$ cat config.mk
export PLATFORM = sky130hd
export DESIGN_NAME = fasta_fastq_read_parser_flat
export DESIGN_NICKNAME = d
export VERILOG_FILES = /design/src/rtl/core/ffqp_pkg.sv /design/src/rtl/core/ffqp_in_if.sv /design/src/rtl/core/ffqp_out_if.sv /design/src/rtl/core/fasta_fastq_read_parser.sv /design/src/rtl/core/ffqp_step.sv /design/src/flat_wrapper.sv
export SDC_FILE = /design/constraint.sdc
export NUM_CORES = 1
export LEC_CHECK = 0
export BUFFER_PORTS_ARGS = -buffer_cell sky130_fd_sc_hd__buf_2
export CAP_MARGIN = 20
export CORE_ASPECT_RATIO = 0.75
export CORE_UTILIZATION = 50
export DETAILED_ROUTE_END_ITERATION = 12
export GPL_ROUTABILITY_DRIVEN = 0
export PLACE_DENSITY = 0.75
export SYNTH_ARGS = -nofsm -noshare
export SYNTH_HDL_FRONTEND = slang
export SYNTH_SLANG_ARGS = --single-unit
$ cat constraint.sdc
create_clock -name clk -period 12.8 [get_ports clk]
set_input_delay 0 -clock clk [delete_from_list [all_inputs] [get_ports clk]]
set_output_delay 0 -clock clk [all_outputs]
set_load 0.05 [all_outputs]
$ cat src/rtl/core/ffqp_pkg.sv
package ffqp_pkg;

  localparam int unsigned CNT_W   = 21;
  localparam int unsigned BYTE_W  = 8;
  localparam int unsigned KIND_W  = 2;
  localparam int unsigned CFG_IDX_W = 1;

  localparam logic [31:0] MAX_READ_LEN = 32'd2097151;
  localparam logic [31:0] CNT_MAX      = 32'h001F_FFFF;
  localparam logic [CNT_W-1:0] CAP_LEN =
    (MAX_READ_LEN > CNT_MAX) ? CNT_MAX[CNT_W-1:0] : MAX_READ_LEN[CNT_W-1:0];

  // configuration register indexes
  localparam logic [CFG_IDX_W-1:0] CFG_MIN_LEN = 1'b0;
  localparam logic [CFG_IDX_W-1:0] CFG_KEEP_LC = 1'b1;

  // result kinds
  localparam logic [KIND_W-1:0] KIND_BASE = 2'd0;
  localparam logic [KIND_W-1:0] KIND_END  = 2'd1;
  localparam logic [KIND_W-1:0] KIND_WARN = 2'd2;

  // ASCII codes
  localparam logic [BYTE_W-1:0] CH_NL = 8'h0A;
  localparam logic [BYTE_W-1:0] CH_CR = 8'h0D;
  localparam logic [BYTE_W-1:0] CH_GT = 8'h3E;
  localparam logic [BYTE_W-1:0] CH_AT = 8'h40;
  localparam logic [BYTE_W-1:0] CH_UA = 8'h41;
  localparam logic [BYTE_W-1:0] CH_UC = 8'h43;
  localparam logic [BYTE_W-1:0] CH_UG = 8'h47;
  localparam logic [BYTE_W-1:0] CH_UN = 8'h4E;
  localparam logic [BYTE_W-1:0] CH_UT = 8'h54;
  localparam logic [BYTE_W-1:0] CH_LA = 8'h61;
  localparam logic [BYTE_W-1:0] CH_LC = 8'h63;
  localparam logic [BYTE_W-1:0] CH_LG = 8'h67;
  localparam logic [BYTE_W-1:0] CH_LN = 8'h6E;
  localparam logic [BYTE_W-1:0] CH_LT = 8'h74;
  localparam logic [BYTE_W-1:0] CASE_OFFSET = 8'h20;

  typedef enum logic [2:0] {
    ROLE_IDLE    = 3'd0,
    ROLE_FA_HDR  = 3'd1,
    ROLE_FA_SEQ  = 3'd2,
    ROLE_FQ_HDR  = 3'd3,
    ROLE_FQ_SEQ  = 3'd4,
    ROLE_FQ_PLUS = 3'd5,
    ROLE_FQ_QUAL = 3'd6,
    ROLE_BAD     = 3'd7
  } role_t;

  typedef struct packed {
    role_t            role;
    logic             at_line_start;
    logic [CNT_W-1:0] base_count;
    logic [CNT_W-1:0] invalid_count;
    logic             overflow_seen;
    logic             read_is_fastq;
  } parse_state_t;

  typedef struct packed {
    logic [KIND_W-1:0] kind;
    logic [BYTE_W-1:0] base_char;
    logic [CNT_W-1:0]  read_length;
    logic [CNT_W-1:0]  invalid_bases;
    logic              is_fastq;
    logic              too_long;
    logic              empty_read;
    logic              drop_read;
    logic              last;
  } result_t;

endpackage

$ cat src/rtl/core/ffqp_in_if.sv
interface ffqp_in_if;
  import ffqp_pkg::*;

  logic              valid;
  logic              ready;
  logic [BYTE_W-1:0] byte_in;
  logic              end_of_input;

  modport source (output valid, output byte_in, output end_of_input, input ready);
  modport sink   (input valid, input byte_in, input end_of_input, output ready);
endinterface

$ cat src/rtl/core/ffqp_out_if.sv
interface ffqp_out_if;
  import ffqp_pkg::*;

  logic              valid;
  logic              ready;
  logic [KIND_W-1:0] result_kind;
  logic [BYTE_W-1:0] base_char;
  logic [CNT_W-1:0]  read_length;
  logic [CNT_W-1:0]  invalid_bases;
  logic              is_fastq;
  logic              too_long;
  logic              empty_read;
  logic              drop_read;
  logic              last;

  modport source (
    output valid, output result_kind, output base_char, output read_length,
    output invalid_bases, output is_fastq, output too_long, output empty_read,
    output drop_read, output last, input ready
  );
  modport sink (
    input valid, input result_kind, input base_char, input read_length,
    input invalid_bases, input is_fastq, input too_long, input empty_read,
    input drop_read, input last, output ready
  );
endinterface

$ cat src/rtl/core/fasta_fastq_read_parser.sv
// Channel  Dir  Payload                                    Accepted when
// in_ch    in   byte_in, end_of_input                      valid & ready
// out_ch   out  result_kind, base_char, read_length, ...   valid & ready
// cfg_*    in   cfg_index selects register, cfg_wdata      cfg_we
//
// One byte a cycle unless the output stalls or the hold register is full: input
// register, then one short parse step into the result register. A byte giving
// two results (a base or record, then the end-of-input record) parks the second
// in the hold register, which blocks the next byte until it drains. Reset (rst_n
// low, synchronous) returns to the idle role at a line start and clears all valid
// flags. A stalled output holds its result; an empty input register still fills.
module fasta_fastq_read_parser
  import ffqp_pkg::*;
(
  input  logic                 clk,
  input  logic                 rst_n,
  ffqp_in_if.sink              in_ch,
  ffqp_out_if.source           out_ch,
  input  logic                 cfg_we,
  input  logic [CFG_IDX_W-1:0] cfg_index,
  input  logic [CNT_W-1:0]     cfg_wdata
);

  logic              in_valid_r;
  logic [BYTE_W-1:0] in_byte_r;
  logic              in_eoi_r;
  parse_state_t      state_r;
  parse_state_t      state_nxt;
  logic [CNT_W-1:0]  min_len_r;
  logic              keep_lc_r;
  logic              out_valid_r;
  result_t           out_r;
  logic              hold_valid_r;
  result_t           hold_r;
  result_t           res0;
  result_t           res1;
  logic [1:0]        res_cnt;
  logic              out_free;
  logic              proceed;

  ffqp_step u_step (
    .st           (state_r),
    .byte_in      (in_byte_r),
    .end_of_input (in_eoi_r),
    .min_len      (min_len_r),
    .keep_lc      (keep_lc_r),
    .st_nxt       (state_nxt),
    .res0         (res0),
    .res1         (res1),
    .res_cnt      (res_cnt)
  );

  assign out_free    = !out_valid_r || out_ch.ready;
  assign proceed     = in_valid_r && !hold_valid_r && out_free;
  assign in_ch.ready = !in_valid_r || proceed;

  always_ff @(posedge clk) begin
    if (!rst_n) begin
      in_valid_r              <= 1'b0;
      out_valid_r             <= 1'b0;
      hold_valid_r            <= 1'b0;
      min_len_r               <= '0;
      keep_lc_r               <= 1'b0;
      state_r.role            <= ROLE_IDLE;
      state_r.at_line_start   <= 1'b1;
      state_r.base_count      <= '0;
      state_r.invalid_count   <= '0;
      state_r.overflow_seen   <= 1'b0;
      state_r.read_is_fastq   <= 1'b0;
    end else begin
      if (cfg_we) begin
        case (cfg_index)
          CFG_MIN_LEN: min_len_r <= cfg_wdata;
          CFG_KEEP_LC: keep_lc_r <= cfg_wdata[0];
          default: ;
        endcase
      end

      if (in_ch.valid && in_ch.ready) in_valid_r <= 1'b1;
      else if (proceed)               in_valid_r <= 1'b0;

      if (proceed) begin
        state_r      <= state_nxt;
        out_valid_r  <= (res_cnt != 2'd0);
        hold_valid_r <= (res_cnt == 2'd2);
      end else if (hold_valid_r && out_free) begin
        // advance the second result of the last byte
        out_valid_r  <= 1'b1;
        hold_valid_r <= 1'b0;
      end else if (out_ch.ready) begin
        out_valid_r  <= 1'b0;
      end
    end
  end

  always_ff @(posedge clk) begin
    if (in_ch.valid && in_ch.ready) begin
      in_byte_r <= in_ch.byte_in;
      in_eoi_r  <= in_ch.end_of_input;
    end
    if (proceed) begin
      out_r  <= res0;
      hold_r <= res1;
    end else if (hold_valid_r && out_free) begin
      out_r  <= hold_r;
    end
  end

  assign out_ch.valid         = out_valid_r;
  assign out_ch.result_kind   = out_r.kind;
  assign out_ch.base_char     = out_r.base_char;
  assign out_ch.read_length   = out_r.read_length;
  assign out_ch.invalid_bases = out_r.invalid_bases;
  assign out_ch.is_fastq      = out_r.is_fastq;
  assign out_ch.too_long      = out_r.too_long;
  assign out_ch.empty_read    = out_r.empty_read;
  assign out_ch.drop_read     = out_r.drop_read;
  assign out_ch.last          = out_r.last;

  a_hold_behind_out: assert property (@(posedge clk) disable iff (!rst_n)
    hold_valid_r |-> out_valid_r)
    else $error("hold register full with output register empty");

  a_hold_is_last: assert property (@(posedge clk) disable iff (!rst_n)
    hold_valid_r |-> hold_r.last)
    else $error("second result of a byte not marked last");

  a_idle_at_line_start: assert property (@(posedge clk) disable iff (!rst_n)
    (state_r.role == ROLE_IDLE) |-> state_r.at_line_start)
    else $error("idle role away from a line start");

  a_in_hold: assert property (@(posedge clk) disable iff (!rst_n)
    (in_valid_r && !proceed) |=> (in_valid_r && $stable(in_byte_r) && $stable(in_eoi_r)))
    else $error("stalled input request lost or changed");

  a_count_cap: assert property (@(posedge clk) disable iff (!rst_n)
    state_r.invalid_count <= state_r.base_count)
    else $error("invalid count above base count");

endmodule

$ cat src/rtl/core/ffqp_step.sv
module ffqp_step
  import ffqp_pkg::*;
(
  input  parse_state_t      st,
  input  logic [BYTE_W-1:0] byte_in,
  input  logic              end_of_input,
  input  logic [CNT_W-1:0]  min_len,
  input  logic              keep_lc,
  output parse_state_t      st_nxt,
  output result_t           res0,
  output result_t           res1,
  output logic [1:0]        res_cnt
);

  function automatic result_t close_rec(input logic [CNT_W-1:0] bc,
                                        input logic [CNT_W-1:0] ic,
                                        input logic ov, input logic fq,
                                        input logic [CNT_W-1:0] mn);
    result_t r;
    r               = '0;
    r.kind          = KIND_END;
    r.read_length   = bc;
    r.invalid_bases = ic;
    r.is_fastq      = fq;
    r.too_long      = ov;
    r.empty_read    = (bc == '0);
    r.drop_read     = (bc == '0) || (bc < mn);
    return r;
  endfunction

  logic             nl;
  logic             take;
  logic             first_v;
  logic             eoi_close;
  logic             bad_base;
  logic [BYTE_W-1:0] mapped;
  role_t            role_n;
  logic [CNT_W-1:0] bc;
  logic [CNT_W-1:0] ic;
  logic             ov;
  logic             fq;
  result_t          first_r;
  result_t          end_r;

  assign nl = (byte_in == CH_NL);

  // base mapping: ACGTN pass, n to N, acgt folded unless kept, else N and flagged
  always_comb begin
    bad_base = 1'b0;
    mapped   = byte_in;
    case (byte_in)
      CH_UA, CH_UC, CH_UG, CH_UT, CH_UN: mapped = byte_in;
      CH_LN:                             mapped = CH_UN;
      CH_LA, CH_LC, CH_LG, CH_LT:        mapped = keep_lc ? byte_in : byte_in - CASE_OFFSET;
      default: begin
        mapped   = CH_UN;
        bad_base = 1'b1;
      end
    endcase
  end

  always_comb begin
    role_n  = st.role;
    bc      = st.base_count;
    ic      = st.invalid_count;
    ov      = st.overflow_seen;
    fq      = st.read_is_fastq;
    take    = 1'b0;
    first_v = 1'b0;
    first_r = '0;

    case (st.role)
      ROLE_IDLE: begin
        if (byte_in == CH_GT) begin
          bc = '0; ic = '0; ov = 1'b0; fq = 1'b0;
          role_n = ROLE_FA_HDR;
        end else if (byte_in == CH_AT) begin
          bc = '0; ic = '0; ov = 1'b0; fq = 1'b1;
          role_n = ROLE_FQ_HDR;
        end else begin
          first_v      = 1'b1;
          first_r.kind = KIND_WARN;
          role_n       = nl ? ROLE_IDLE : ROLE_BAD;
        end
      end
      ROLE_FA_HDR: begin
        if (nl) role_n = ROLE_FA_SEQ;
      end
      ROLE_FA_SEQ: begin
        if (st.at_line_start && (byte_in == CH_GT)) begin
          // next header closes this read and opens a fresh one
          first_v = 1'b1;
          first_r = close_rec(st.base_count, st.invalid_count, st.overflow_seen,
                              st.read_is_fastq, min_len);
          bc = '0; ic = '0; ov = 1'b0; fq = 1'b0;
          role_n = ROLE_FA_HDR;
        end else if (!nl) begin
          take = 1'b1;
        end
      end
      ROLE_FQ_HDR: begin
        if (nl) role_n = ROLE_FQ_SEQ;
      end
      ROLE_FQ_SEQ: begin
        if (nl) role_n = ROLE_FQ_PLUS;
        else    take = 1'b1;
      end
      ROLE_FQ_PLUS: begin
        if (nl) role_n = ROLE_FQ_QUAL;
      end
      ROLE_FQ_QUAL: begin
        if (nl) begin
          first_v = 1'b1;
          first_r = close_rec(st.base_count, st.invalid_count, st.overflow_seen,
                              st.read_is_fastq, min_len);
          role_n  = ROLE_IDLE;
        end
      end
      default: begin
        if (nl) role_n = ROLE_IDLE;
      end
    endcase

    if (take && (byte_in != CH_CR)) begin
      if (bc == CAP_LEN) begin
        ov = 1'b1;
      end else begin
        first_v           = 1'b1;
        first_r.kind      = KIND_BASE;
        first_r.base_char = mapped;
        if (bad_base) ic = ic + 1'b1;
        bc = bc + 1'b1;
      end
    end

    eoi_close = end_of_input && (role_n != ROLE_IDLE) && (role_n != ROLE_BAD);
    end_r     = close_rec(bc, ic, ov, fq, min_len);

    res0 = first_v ? first_r : end_r;
    res1 = end_r;
    res0.last = !(first_v && eoi_close);
    res1.last = 1'b1;
    res_cnt   = {1'b0, first_v} + {1'b0, eoi_close};

    st_nxt.role          = end_of_input ? ROLE_IDLE : role_n;
    st_nxt.at_line_start = nl || end_of_input;
    st_nxt.base_count    = bc;
    st_nxt.invalid_count = ic;
    st_nxt.overflow_seen = ov;
    st_nxt.read_is_fastq = fq;
  end

endmodule
$ cat src/flat_wrapper.sv
// flat-port wrapper written by rule: the top's interface ports become plain ports
module fasta_fastq_read_parser_flat import ffqp_pkg::*;
  (clk, rst_n, cfg_we, cfg_index, cfg_wdata, in_ch_valid, in_ch_byte_in, in_ch_end_of_input, in_ch_ready, out_ch_valid, out_ch_result_kind, out_ch_base_char, out_ch_read_length, out_ch_invalid_bases, out_ch_is_fastq, out_ch_too_long, out_ch_empty_read, out_ch_drop_read, out_ch_last, out_ch_ready);
  ffqp_in_if in_ch_i ();
  ffqp_out_if out_ch_i ();
  input  logic clk;
  input  logic rst_n;
  input  logic cfg_we;
  input  logic [CFG_IDX_W-1:0] cfg_index;
  input  logic [CNT_W-1:0] cfg_wdata;
  input wire logic [$bits(in_ch_i.valid)-1:0] in_ch_valid;
  input wire logic [$bits(in_ch_i.byte_in)-1:0] in_ch_byte_in;
  input wire logic [$bits(in_ch_i.end_of_input)-1:0] in_ch_end_of_input;
  output wire logic [$bits(in_ch_i.ready)-1:0] in_ch_ready;
  output wire logic [$bits(out_ch_i.valid)-1:0] out_ch_valid;
  output wire logic [$bits(out_ch_i.result_kind)-1:0] out_ch_result_kind;
  output wire logic [$bits(out_ch_i.base_char)-1:0] out_ch_base_char;
  output wire logic [$bits(out_ch_i.read_length)-1:0] out_ch_read_length;
  output wire logic [$bits(out_ch_i.invalid_bases)-1:0] out_ch_invalid_bases;
  output wire logic [$bits(out_ch_i.is_fastq)-1:0] out_ch_is_fastq;
  output wire logic [$bits(out_ch_i.too_long)-1:0] out_ch_too_long;
  output wire logic [$bits(out_ch_i.empty_read)-1:0] out_ch_empty_read;
  output wire logic [$bits(out_ch_i.drop_read)-1:0] out_ch_drop_read;
  output wire logic [$bits(out_ch_i.last)-1:0] out_ch_last;
  input wire logic [$bits(out_ch_i.ready)-1:0] out_ch_ready;
  assign in_ch_i.valid = in_ch_valid;
  assign in_ch_i.byte_in = in_ch_byte_in;
  assign in_ch_i.end_of_input = in_ch_end_of_input;
  assign in_ch_ready = in_ch_i.ready;
  assign out_ch_valid = out_ch_i.valid;
  assign out_ch_result_kind = out_ch_i.result_kind;
  assign out_ch_base_char = out_ch_i.base_char;
  assign out_ch_read_length = out_ch_i.read_length;
  assign out_ch_invalid_bases = out_ch_i.invalid_bases;
  assign out_ch_is_fastq = out_ch_i.is_fastq;
  assign out_ch_too_long = out_ch_i.too_long;
  assign out_ch_empty_read = out_ch_i.empty_read;
  assign out_ch_drop_read = out_ch_i.drop_read;
  assign out_ch_last = out_ch_i.last;
  assign out_ch_i.ready = out_ch_ready;
  fasta_fastq_read_parser u_core (.clk(clk), .rst_n(rst_n), .in_ch(in_ch_i), .out_ch(out_ch_i), .cfg_we(cfg_we), .cfg_index(cfg_index), .cfg_wdata(cfg_wdata));
endmodule
==> results.tsv, run 1 <==
metric	value	unit
run status	complete, no violations	
slowest stage cell on the critical path	nor4b_1	
Post-CTS Hold Buffers	36	
count of endpoints failing hold in the final timing report	0	
total number of clock tree sinks	185	
via density per instance	5.89	
Max rail drop VDD	81.0	uV
Resize count post-CTS	0	
Die Area	19800	sq um
std cell rows	43	
async set or reset register ratio after synthesis	0	%
wire length per cell after detailed routing	17.3	um
I/O pin cnt	95	
number of enable flip-flop cells after synthesis	112	
vias in the first global route	7360	
overall global routing resource usage	25.1	%
IO Port Bufs	94	
slew at the pin closest to its max-slew limit	1010	ps
achievable frequency	180	MHz
post-route antenna net violation count	0	
met2 GRT Util	37.9	%
growth of design area from synthesis to finish	16.3	%
share of synthesized area occupied by flip-flops and latches	50.1	%
maximum number of buffers from clock root to sink	2	
root cell of the clock tree	clkbuf_16	
Critical Path Sink Type	flip-flop	
worst slew slack as a fraction of its limit	31.5	%
Clock Skew	9.92	ps
global-route met3 utilization	5.44	%
clock insertion delay at the later pin of the skew report	440	ps
Post-Synthesis Cell Area	9630	sq um
height of the die	122	um
Synth Instances	1028	
number of different library cells in the post-synthesis netlist	71	
Top FF cell, synth	edfxtp_1	
pwr dens	125	nW/um^2
kind of start point of the critical path	flip-flop	
register area	4820	sq um
aggregate negative setup slack	0	ps
core footprint	18700	sq um
horizontal die dimension	162	um
Max Slew Vio Count	0	
H-tree Lvls	4	
worst min path class	in2reg	
setup repair bufs after CTS	0	
fraction of final layout cells with drive strength greater than 1	13.2	%
most used cell along the critical path	nor2_1	
antenna violations before repair	0	
total of flip-flops plus latches after synthesis	185	
final routed DRC violation total	0	
antenna cells	0	
clock slew seen by the registers of the worst setup and hold paths	70	ps
number of fill cells	1562	
instance area after placement	10300	sq um
unrepaired setup endpoints after global routing	no	
data arrival time of the critical path	5750	ps
CTS tree	done	
number of iterations in the first detailed-routing pass	6	
grt ovf	0	
Multi-input gate area	4430	sq um
Cell Chain, Critical Path	nor4bb_1 -> nand3_1 -> nor3_1 -> nor2_1 -> buf_4 -> nand2_1 -> inv_1 -> ha_1 -> and2_1 -> nand4_1 -> nor2_1 -> nor4b_1 -> and3_1 -> xnor2_1 -> nor2_1 -> ha_1 -> nand4_1 -> nor2_1 -> nand3_1 -> a2111oi_2 -> o21ai_0 -> o31a_1	
met1 track demand over resource	36.5	%
most frequent cells in the layout	nand2_1, nor2_1, edfxtp_1, buf_2, a21oi_1	
post-synth net total	1107	
final count of negative-setup-slack endpoints	0	
number of nets in the final layout	1205	
Critical Setup Path Class	reg2reg	
required arrival time at the worst endpoint	12990	ps
area of all placed cells without fillers	11200	sq um
most common cell after layout, fill and taps aside	nand2_1	
wire length of the first global-routing pass	38800	um
final clock period utilization by the worst path	43.4	%
via count	8157	
most used routing layer	met2	
pin count of the biggest net entering global routing	79	
CTS Buf Count	17	
initial detailed-routing violation count	812	
Post-Syn Area per Cell	9.37	sq um
crit path time final	5560	ps
count of yosys warnings during synthesis	0	
worst-path fanout max	24	
initial core utilization	51.6	%
leakage power of the design	4.25	nW
DPL Wire Length	16000	um
number of max-capacitance violations reported	0	
Routed Wire Length	24000	um
worst stage delay on the critical path	500	ps
-- registers in the layout (all words and copies together) (netlist names), 2 cells and up --
signal,flops
u_core.out_ch.invalid_bases,21
u_core.min_len_r,21
u_core.out_ch.read_length,21
u_core.state_r,48
u_core.out_ch.result_kind,2
u_core.in_byte_r,8
u_core.hold_r,46
u_core.out_ch.base_char,8
-- path summary, 6_finish.rpt --
path | from | to | slack, ps | cells after the start
setup reg to reg | u_core.in_byte_r[7] | u_core.out_ch.drop_read | 7240 | 22
setup / recovery | u_core.in_byte_r[7] | u_core.out_ch.drop_read | 7240 | 22
hold / removal | cfg_index | u_core.min_len_r[4] | 80 | 5
hold reg to reg | u_core.min_len_r[14] | u_core.min_len_r[14] | 450 | 2
-- kinds of logic (layout without fill, tap and decap cells) --
group / count (synthesis) / in the layout / share of synthesized area (%)
compound gates: 218 / 218 / 14.7
buf+inv: 101 / 212 / 4.09
xor+xnor: 35 / 35 / 3.26
flops: 185 / 185 / 50.1
simple gates: 439 / 439 / 21.5
mux: 7 / 7 / 0.727
fa+ha+maj: 43 / 43 / 5.58
-- where the power goes --
group / total (mW) / switching (mW) / internal, mW
combinational: 0.199 / 0.140 / 0.0594
sequential: 0.682 / 0.0154 / 0.666
clock: 0.521 / 0.232 / 0.289
-- synth_stat cells (all sizes together) (4+ instances only) --
| cell | number | area [sq um] |
|---|---|---|
| ha | 43 | 538 |
| nand4 | 18 | 119 |
| or3 | 12 | 75.1 |
| inv | 41 | 154 |
| nand2 | 155 | 582 |
| nand3 | 23 | 115 |
| a211oi | 4 | 30.0 |
| buf | 13 | 63.8 |
| mux2i | 7 | 70.1 |
| nor4 | 12 | 105 |
| xor2 | 16 | 148 |
| nor2b | 7 | 43.8 |
| and2 | 6 | 37.5 |
| nand2b | 5 | 31.3 |
| dfxtp | 73 | 1460 |
| a221oi | 28 | 245 |
| and3 | 13 | 81.3 |
| edfxtp | 112 | 3360 |
| a31oi | 5 | 31.3 |
| nor2 | 136 | 510 |
| clkbuf | 47 | 176 |
| a22oi | 6 | 45.0 |
| nor3 | 24 | 125 |
| and4 | 9 | 78.8 |
| a22o | 12 | 105 |
| a21o | 12 | 90.1 |
| xnor2 | 19 | 166 |
| o21ai | 32 | 160 |
| a21oi | 89 | 445 |
-- cell type report --
cell class | count | area share [%]
clock buffers | 22 | 4.24
clock inverters | 10 | 0.961
inverters | 41 | 1.39
multi-input cells | 742 | 39.6
flip-flops and latches | 185 | 43.1
well taps | 247 | 2.76
repair buffers | 139 | 8.02
-- per-layer routing --
metal	vias up	wire length (um)
met5	-	0
met4	0	263
met3	23	2040
met2	344	10700
met1	3886	11000
li1	3904	-
-- critical path, delay by kind of cell, from the launching register on --
kind,cells,cell delay (ps)
AO/OA/AOI/OAI,3,690
XOR/XNOR,1,150
adder cells (fa/ha/maj),2,580
buffers and inverters,2,290
flip-flops,1,480
AND/OR/NAND/NOR,14,3120
-- per-stage QoR --
| stage | total power [mW] | utilization [%] | hold WS, ps | setup WS (ps) | std cells |
|---|---|---|---|---|---|
| 6_report | 1.40 | 60.0 | 81.7 | 7240 | 1386 |
| 5_1_grt | 1.45 | 60.0 | 108 | 6910 | 1386 |
| 4_1_cts | 1.41 | 60.0 | 74.9 | 7360 | 1386 |
| 3_5_place_dp | 0.884 | 54.9 | 184 | 7410 | 1318 |
| 3_3_place_gp | 0.881 | 54.9 | 181 | 7670 | 1318 |
| 2_1_floorplan | 0.833 | - | 76.2 | 7860 | 1028 |
(Power assumes the default switching activity.)
==> run 2, diff against run 1 <==
--- a/config.mk
+++ b/config.mk
@@ -11,7 +11,7 @@
 export CORE_UTILIZATION = 50
 export DETAILED_ROUTE_END_ITERATION = 12
 export GPL_ROUTABILITY_DRIVEN = 0
-export PLACE_DENSITY = 0.75
+export PLACE_DENSITY = 0.78
 export SYNTH_ARGS = -nofsm -noshare
 export SYNTH_HDL_FRONTEND = slang
 export SYNTH_SLANG_ARGS = --single-unit
==> constraint.sdc (replaced) <==
create_clock -name clk -period 4.8 [get_ports clk]
set_input_delay 0 -clock clk [delete_from_list [all_inputs] [get_ports clk]]
set_output_delay 0 -clock clk [all_outputs]
set_load 0.05 [all_outputs]
==> run 2 against run 1 <==
Against the previous run:
- via count rose by 1.7%
- global-route usage rose by 0.38 points
- count of clock-buffer cells in the layout shrank 5
- die area stayed put
- maximum frequency up 20%
- register-to-register slack got worse by 7100 ps
- routed wire length increased by 3.3%
- clock skew rose by 3.0 ps
- largest cell class unchanged
==> results.tsv, run 2 (synthesized netlist as in run 1, its figures left out) <==
metric	value	unit
Worst path top cell family by delay	simple AND/OR/NAND/NOR gates	
via density per instance	5.83	
wire length of the first global-routing pass	39600	um
worst-path fanout max	4	
number of iterations in the first detailed-routing pass	5	
total number of clock tree sinks	185	
Routed Wire Length	24800	um
Post-Place Worst Slack	8.66	ps
worst min path class	in2reg	
achievable frequency	215	MHz
Die Area	19800	sq um
most common cell after layout, fill and taps aside	nand2_1	
vias in the first global route	7624	
number of fill cells	1533	
Clock Skew	12.9	ps
max FFs per register	48	
most frequent cells in the layout	nand2_1, nor2_1, edfxtp_1, buf_2, a21oi_1	
fraction of final layout cells with drive strength greater than 1	18.2	%
CTS Buf Count	17	
kind of start point of the critical path	flip-flop	
H-tree Lvls	4	
overall global routing resource usage	25.5	%
root cell of the clock tree	clkbuf_16	
via count	8293	
antenna cells	0	
antenna violations before repair	0	
met1 track demand over resource	36.5	%
std cell rows	43	
register bank with the most flops	u_core.state_r	
slowest stage cell on the critical path	edfxtp_1	
IO Port Bufs	94	
most used routing layer	met2	
met2 GRT Util	39.4	%
Overall Power	3.85	mW
maximum number of buffers from clock root to sink	2	
number of max-capacitance violations reported	0	
growth of design area from synthesis to finish	21.2	%
count of endpoints failing hold in the final timing report	0	
core footprint	18700	sq um
final count of negative-setup-slack endpoints	0	
wire length per cell after detailed routing	17.4	um
CTS tree	done	
clock slew seen by the registers of the worst setup and hold paths	80	ps
Critical Path Sink Type	flip-flop	
Cell Chain, Critical Path	or3_4 -> nor4_4 -> o21a_1 -> nor2_4 -> nand2_1 -> inv_1 -> ha_1 -> and2_4 -> nand4_1 -> nor2_4 -> nor4b_4 -> and3_4 -> xnor2_2 -> nor2_2 -> ha_1 -> nand4_1 -> nor2_2 -> nand3_2 -> o211ai_1 -> o21ai_1 -> o31a_1	
DPL Wire Length	16400	um
required arrival time at the worst endpoint	4990	ps
final clock period utilization by the worst path	96.8	%
pin count of the biggest net entering global routing	98	
clock insertion delay at the later pin of the skew report	440	ps
largest registers in the final layout	u_core.state_r: 48 flops, u_core.hold_r: 46 flops	
height of the die	122	um
I/O pin cnt	95	
horizontal die dimension	162	um
slew at the pin closest to its max-slew limit	1020	ps
number of nets in the final layout	1242	
global-route met3 utilization	5.51	%
Critical Setup Path Class	reg2reg	
crit path time final	4650	ps
data arrival time of the critical path	4840	ps
final worst slack	151	ps
aggregate negative setup slack	0	ps
leakage power of the design	4.49	nW
post-route antenna net violation count	0	
final routed DRC violation total	0	
pwr dens	330	nW/um^2
initial detailed-routing violation count	864	
worst stage delay on the critical path	450	ps
Max Slew Vio Count	0	
Bufs and invs on worst path	1	
Max rail drop VDD	278	uV
initial core utilization	51.6	%
run status	complete, no violations	
worst slew slack as a fraction of its limit	31.8	%
grt ovf	0	
[run 2: changes by cell type in the layout (fill, tap and decap cells not counted), moves of 3 or more]
cell	previous run	this run
nor2_2	1	8
xnor2_1	19	16
inv_8	0	3
clkinv_8	0	4
buf_4	9	45
xnor2_2	0	3
clkbuf_1	3	0
nor2_1	134	125
clkinv_4	4	0
[run 2: worst min-delay path, delay by kind of cell]
kind | cells | cell delay [ps]
and+or+nand+nor | 2 | 140
buffers and inverters | 2 | 310
AOI/OAI and AO/OA | 1 | 50
[run 2: final timing paths]
path | from | end | slack, ps | cells after the start
worst max register to register | u_core.in_byte_r[4] | u_core.out_ch.drop_read | 150 | 21
worst min register to register | u_core.min_len_r[14] | u_core.min_len_r[14] | 460 | 2
worst max-delay path | u_core.in_byte_r[4] | u_core.out_ch.drop_read | 150 | 21
worst min-delay path | cfg_index | u_core.min_len_r[6] | 100 | 5
[run 2: timing repair]
action | 4_1_cts | 5_1_grt
endpoints found under the hold margin | 37 | 0
buffers inserted | 0 | 10
hold buffers | 36 | 0
gates resized for setup | 0 | 32
endpoints found under the setup margin | 1 | 2
pin swaps | 1 | 17
[run 2: report_power, final]
group	total, mW	leakage (nW)	switching (mW)	internal [mW]
logic	0.562	2.54	0.386	0.176
registers	1.81	1.64	0.0374	1.78
clock network	1.48	0.306	0.677	0.801
[run 2: cell type report]
type / instances / area, sq um / area share, %
Timing Repair Buffer: 176 / 1180 / 10.1
Multi-Input combinational cell: 742 / 4580 / 39.2
Tap cell: 247 / 309 / 2.65
Clock buffer: 17 / 425 / 3.64
Inverter: 41 / 155 / 1.33
Clock inverter: 15 / 206 / 1.77
Sequential cell: 185 / 4820 / 41.3
[run 2: metrics by stage]
stage                     instances  utilization, %  hold WS, ps  area, sq um
final                          1423            62.6         95.8        11700
after global routing           1423            62.6          132        11700
after CTS                      1413            61.4         91.2        11500
after detailed placement       1345            56.1          179        10500
after global placement         1345            56.1          181        10500
after floorplan                1028               -         76.2         9640
[run 2: metal layers]
metal,vias to the layer above,part of all wire [%]
met5,-,0
met4,0,1.2
met3,34,7.7
met2,329,45
met1,3942,46
li1,3988,-
